**src/sv/spaq_pkg.sv**
```systemverilog
// shared types and codes of the sorted-array priority queue
package spaq_pkg;

   typedef enum logic {
      OP_INSERT  = 1'b0,
      OP_EXTRACT = 1'b1
   } opcode_type;

   typedef enum logic [1:0] {
      ST_INSERTED  = 2'd0,
      ST_EXTRACTED = 2'd1,
      ST_FULL      = 2'd2,
      ST_EMPTY     = 2'd3
   } status_type;

   typedef struct packed {
      logic               opcode;
      logic signed [31:0] data_in;
      logic signed [15:0] priority_in;
   } req_type;

   typedef struct packed {
      logic [1:0]         status;
      logic signed [31:0] data_out;
      logic signed [15:0] priority_out;
      logic [6:0]         occupancy;
   } rsp_type;

   typedef struct packed {
      logic               valid;
      logic signed [31:0] data;
      logic signed [15:0] prio;
   } entry_type;

   // broadcast to every cell of the chain
   typedef struct packed {
      logic               insert;
      logic               extract;
      logic signed [31:0] data;
      logic signed [15:0] prio;
   } cell_ctrl_type;

endpackage

```
**src/sv/spaq_cell.sv**
```systemverilog
// one slot of the sorted chain: keeps, takes the new entry or shifts from a neighbor
module spaq_cell (
   input  logic                   clock,
   input  logic                   reset,
   input  spaq_pkg::cell_ctrl_type ctrl,
   input  spaq_pkg::entry_type    left_entry,
   input  logic                   left_keep,
   input  spaq_pkg::entry_type    right_entry,
   output spaq_pkg::entry_type    entry,
   output logic                   keep
);
   import spaq_pkg::*;

   logic               valid_ff, valid_in;
   logic signed [31:0] data_ff, data_in;
   logic signed [15:0] prio_ff, prio_in;

   // entries at or above the new priority stay put, so ties leave in arrival order
   assign keep = valid_ff && (prio_ff >= ctrl.prio);

   always_comb begin
      valid_in = valid_ff;
      data_in  = data_ff;
      prio_in  = prio_ff;
      if (ctrl.extract) begin
         valid_in = right_entry.valid;
         data_in  = right_entry.data;
         prio_in  = right_entry.prio;
      end else if (ctrl.insert && !keep) begin
         valid_in = valid_ff | left_entry.valid;
         if (left_keep) begin
            data_in = ctrl.data;
            prio_in = ctrl.prio;
         end else begin
            data_in = left_entry.data;
            prio_in = left_entry.prio;
         end
      end
   end

   always_ff @(posedge clock) begin
      if (reset) begin
         valid_ff <= 1'b0;
      end else begin
         valid_ff <= valid_in;
      end
   end

   always_ff @(posedge clock) begin
      data_ff <= data_in;
      prio_ff <= prio_in;
   end

   assign entry.valid = valid_ff;
   assign entry.data  = data_ff;
   assign entry.prio  = prio_ff;

endmodule
```
**config.mk**
```make
export PLATFORM = sky130hd
export DESIGN_NAME = spaq_cell
export DESIGN_NICKNAME = d
export VERILOG_FILES = /design/src/sv/spaq_pkg.sv /design/src/sv/spaq_cell.sv
export SDC_FILE = /design/constraint.sdc
export NUM_CORES = 1
export LEC_CHECK = 0
export BUFFER_PORTS_ARGS = -buffer_cell sky130_fd_sc_hd__buf_2
export CORE_ASPECT_RATIO = 0.75
export CORE_MARGIN = 3
export CORE_UTILIZATION = 38
export DETAILED_ROUTE_END_ITERATION = 10
export GPL_TIMING_DRIVEN = 0
export PLACE_DENSITY_LB_ADDON = 0.25
export RECOVER_POWER = 50
export SLEW_MARGIN = 5
export SYNTH_ARGS = -nofsm -noshare
export SYNTH_HDL_FRONTEND = slang
export SYNTH_SLANG_ARGS = --single-unit
```
**constraint.sdc**
```tcl
create_clock -name clock -period 4.4 [get_ports clock]
set_input_delay 0.88 -clock clock [delete_from_list [all_inputs] [get_ports clock]]
set_output_delay 0.88 -clock clock [all_outputs]
set_load 0.01 [all_outputs]
```
Word-level counts from Yosys, hierarchy flattened
Cells that the tools add are included.

Add/sub/neg operators: 0. $mul: 0. Divide/modulo/power cells: 0. Magnitude comparators: 1. Eq/ne operators: 0. Shift operators: 0. Multiplexer cells: 8. Bitwise gates (word level): 1. Reductions and logical operators: 4.

Operators with widths (number): 2-to-1 mux 32 bit (3); 2-to-1 mux 16 bit (3); greater-or-equal comparator 16 bit (1); logical AND 1 bit (2); 2-to-1 mux 1 bit (2); nonzero test 2 bit (1); logical NOT 1 bit (1); OR 1 bit (1).

Register bits: 49. Bits in latches: 0. RAM bits: 0. ROM bits: 0. Input port bits: 151. Word-level logic and storage cells: 17. Memories: 0.

Logic depth before layout (Yosys ltp)
Depth in word-level cells: 6. Gate-level depth with buffers: 7.

Worst setup path before layout
OpenSTA, ideal clock, no wires.

Kind: input-to-reg. Start point: in ctrl[1] (netlist bit). End point: reg data_ff[0] (enable). Setup time: 0.467 ns. Arrival time: 4.085 ns. Slack: -0.152 ns. Cell stages on the path: 7. Path buffers: 0. Cells stage by stage: inv_1 -> ha_1 -> nor2b_1 -> o211a_1 -> o21ai_1 -> nand3_1 -> o211ai_1.

Longest elaborated chain between the ends: 5.

RTL lines: start: declaration (line spaq_cell.sv:5) `input spaq_pkg::cell_ctrl_type ctrl,`; greater-or-equal comparator 16 bit (line spaq_cell.sv:19) `assign keep = valid_ff && (prio_ff >= ctrl.prio);`; logical AND 1 bit (line spaq_cell.sv:19); logical NOT 1 bit (line spaq_cell.sv:29) `end else if (ctrl.insert && !keep) begin`; logical AND 1 bit (line spaq_cell.sv:29); nonzero test 2 bit (no line); end signal: assignment (line spaq_cell.sv:50) `data_ff <= data_in;`; end: declaration (line spaq_cell.sv:15) `logic signed [31:0] data_ff, data_in;`.

Every way passes these cells. A chain may end at the register's enable or synchronous reset.

Final worst setup path
Start point: in ctrl[15] (netlist bit). End point: out keep.

Longest elaborated chain between the ends: 2.

RTL lines: greater-or-equal comparator 16 bit (line spaq_cell.sv:19); logical AND 1 bit (line spaq_cell.sv:19); end: declaration (line spaq_cell.sv:10) `output logic keep`.

Every way passes these cells.

==> impl_metrics.csv <==
group,metric,value,unit
timing,drv_slew,0,
clock_tree,clockBufferDepth,2,
placed_design,io_buffers,198,
global_route,grt_antenna_before_repair,0,
timing,setup_viol_count_final,0,
global_route,gr-total-overflow,0,
clock_tree,insertion_delay,300,ps
final_layout,stdcell_area,0.00423,mm^2
clock_tree,cts_resized,0,
placed_design,placed_cell_area,0.00420,mm^2
critical_path,end_kind,"output pin",
placed_design,dpl.hpwl,7.22,mm
clock_tree,cts_root_buf,"clkbuf_8",
clock_tree,clkSinkCount,49,
synth,synth_xor_area_share,0,%
synth,synth_mux_area_share,16.2,%
critical_path,critPathKind,"in2out",
final_layout,multi_input_area,0.00141,mm^2
critical_path,cp.buffers_inverters,3,
timing,hold_viol_final,0,
clock_tree,cts_tree,"done",
timing,rsz0062_at_grt,"false",
routing,routedWlPerCell,14.4,um
final_layout,nFillCells,737,
synth,synth_fa_ha_area_share,6.77,%
global_route,grt_pass1_vias,2760,
final_layout,num_antenna_cells,0,
outcome,status,"finished clean",
final_layout,regArea,0.00146,mm^2
critical_path,startpoint_type,"input port",
power,leakage,0.00204,uW
final_layout,drive_gt1_share,36.0,%
critical_path,cp_max_fo,6,
global_route,grt_pass1_wl,12.9,mm
synth,yosys.area.top_type,"edfxtp_1",
synth,avgSynthCellArea,10.4,um^2
critical_path,rrSetupSlack,1800,ps
clock_tree,cts_inserted_buffers,5,
critical_path,cp_cell_sequence,"buf_2, inv_1, ha_4, nand4_2, nor4_4, o21a_1, o31ai_1, a31oi_1, buf_2",
timing,clock.fmax,298,MHz
floorplanning,start_util,39.8,%
routing,postRouteAntennaNets,0,
synth,synth-compound-area-share,12.6,%
final_layout,nNetsFinal,663,
synth,ys_seq_area_share,49.4,%
routing,drc,0,
synth,synthesis.nets,452,
synth,ys_top_cells_by_area,"edfxtp_1, mux2i_1, o21ai_0, ha_1, nand2_1",
global_route,grt_usage,18.5,%
floorplanning,num_io_pins,201,
clock_tree,postCtsSetupBuffers,0,
critical_path,required,3520,ps
clock_tree,holdBufCountCts,0,
routing,dr.pass1.iters,4,
floorplanning,die_area,0.00889,mm^2
final_layout,area_growth,42.9,%
timing,period_minus_slack,3360,ps
power,irDropWorstVdd,0.157,mV
floorplanning,rows,27,
synth,synth_cell_types,28,
critical_path,worstPathArrival,2480,ps
run,drv_cap,0,
floorplanning,core_area,0.00743,mm^2
critical_path,cpPeakStageDelay,350,ps
synth,syn-cell-area,0.00296,mm^2
synth,yosys.area_share.simple,9.98,%
global_route,grt_max_degree,16,
clock_tree,cts.htree.levels,2,
timing,worst_pin_slew,499,ps
critical_path,crit_family,"simple AND/OR/NAND/NOR gates",
synth,synth_top_area_share,48.7,%
timing,slew_headroom,66.6,%
critical_path,cp_common_cell,"buf_2",
routing,finalWirelength,8.62,mm
routing,vias,2846,
routing,via_per_inst,4.76,
floorplanning,die-width,108,um
min_path,min_path_type,"reg2reg",
synth,ys_ff_latch,49,
timing,finClkSkew,9.56,ps
floorplanning,die_y,82.4,um
timing,period_share,76.3,%
synth,synth_top_family_by_area,"multiplexers",
power,power,1220,uW
synth,netlist_instances,285,
critical_path,slowest_stage,"nor4_4",
power,powerDensity,288,mW/mm^2
routing,initialDrtViolationCount,81,
synth,ys_warn_count,0,
clock_tree,clkTransAtPathRegs,90,ps
placed_design,globalplace.congestion,0.735,
-- logic make-up (layout without fill, tap and decap cells) --
| kind of cell | after synthesis | after routing |
|---|---|---|
| AOI/OAI and AO/OA | 70 | 70 |
| and+or+nand+nor | 66 | 66 |
| DFF | 49 | 49 |
| muxes | 48 | 48 |
| buffers and inverters | 36 | 248 |
| adders and majority gates | 16 | 16 |
-- registers in the layout (all words and copies together) (netlist names) --
register  cells
valid_ff      1
data_ff      32
prio_ff      16
-- cells in the final DEF, fill, tap and decap left out, types with 3 or more instances in the layout --
| cell | n |
|---|---|
| buf_2 | 153 |
| clkbuf_1 | 61 |
| nand2_1 | 52 |
| o21ai_0 | 49 |
| mux2i_1 | 48 |
| edfxtp_1 | 48 |
| inv_1 | 15 |
| ha_1 | 11 |
| a21oi_1 | 10 |
| buf_4 | 6 |
| ha_4 | 5 |
| clkbuf_8 | 5 |
| nor2_1 | 3 |
| o21ai_1 | 3 |
-- worst reg2reg max path: cells and delay by family, from the launching register on --
| kind | cells | cell delay [ps] |
|---|---|---|
| and+or+nand+nor | 2 | 540 |
| AOI/OAI and AO/OA | 3 | 540 |
| buffers and inverters | 2 | 490 |
| DFF | 1 | 440 |
| adders and majority gates | 1 | 330 |
-- layout make-up --
class | instances | share of cell area (%)
sequential | 49 | 34.6
multi-input combinational | 200 | 33.5
timing repair buffer | 204 | 23.2
tap | 101 | 2.99
buffer | 18 | 1.90
inverter | 18 | 1.78
clock inverter | 3 | 0.415
clock buffer | 5 | 1.63
-- synthesized netlist by cell type --
library cell	n
nand2_1	53
o21ai_0	50
edfxtp_1	48
mux2i_1	48
inv_1	18
ha_1	16
clkbuf_1	12
a21oi_1	10
buf_2	4
nor2_1	3
a21o_1	2
buf_4	2
nand3_1	2
nand4_1	2
o21ai_1	2
a31oi_1	1
and2b_1	1
and4_1	1
dfxtp_1	1
nand2b_1	1
nand4_2	1
nor2b_1	1
nor4_4	1
o211a_1	1
o211ai_1	1
o21a_1	1
o311ai_1	1
o31ai_1	1
-- metal layers --
metal / wire length [um] / track usage [%] / vias to the layer above
met2: 4240 / 31.8 / 105
met4: 138 / 5.42 / 0
li1: - / - / 1446
met3: 734 / 6.14 / 11
met5: 0 / 0 / -
met1: 3510 / 22.4 / 1284
-- report_power, final --
part | total, uW | switching (uW) | leakage, uW | internal [uW]
sequential | 610 | 23.1 | 0.000509 | 587
combinational | 342 | 189 | 0.00149 | 153
clock | 265 | 155 | 0.0000455 | 110
-- worst paths after layout --
kind | startpoint | end | depth (start not counted)
setup reg to reg | prio_ff[15] | data_ff[12] | 8
hold / removal | valid_ff | valid_ff | 4
setup / recovery | ctrl[15] | keep | 9
hold reg to reg | valid_ff | valid_ff | 4
-- through the flow --
stage               TNS, ps  hold slack (ps)  setup WS (ps)  instances  utilization, %
floorplan             -3020              573          -62.8        285               -
global placement     -67860              630          -1420        584            55.8
detailed placement        0              633           1030        590            56.5
CTS                       0              653           1030        598            57.7
global route              0              721            905        598            56.9
finish                    0              646           1040        598            56.9
Power figures use the tool's default switching activity.
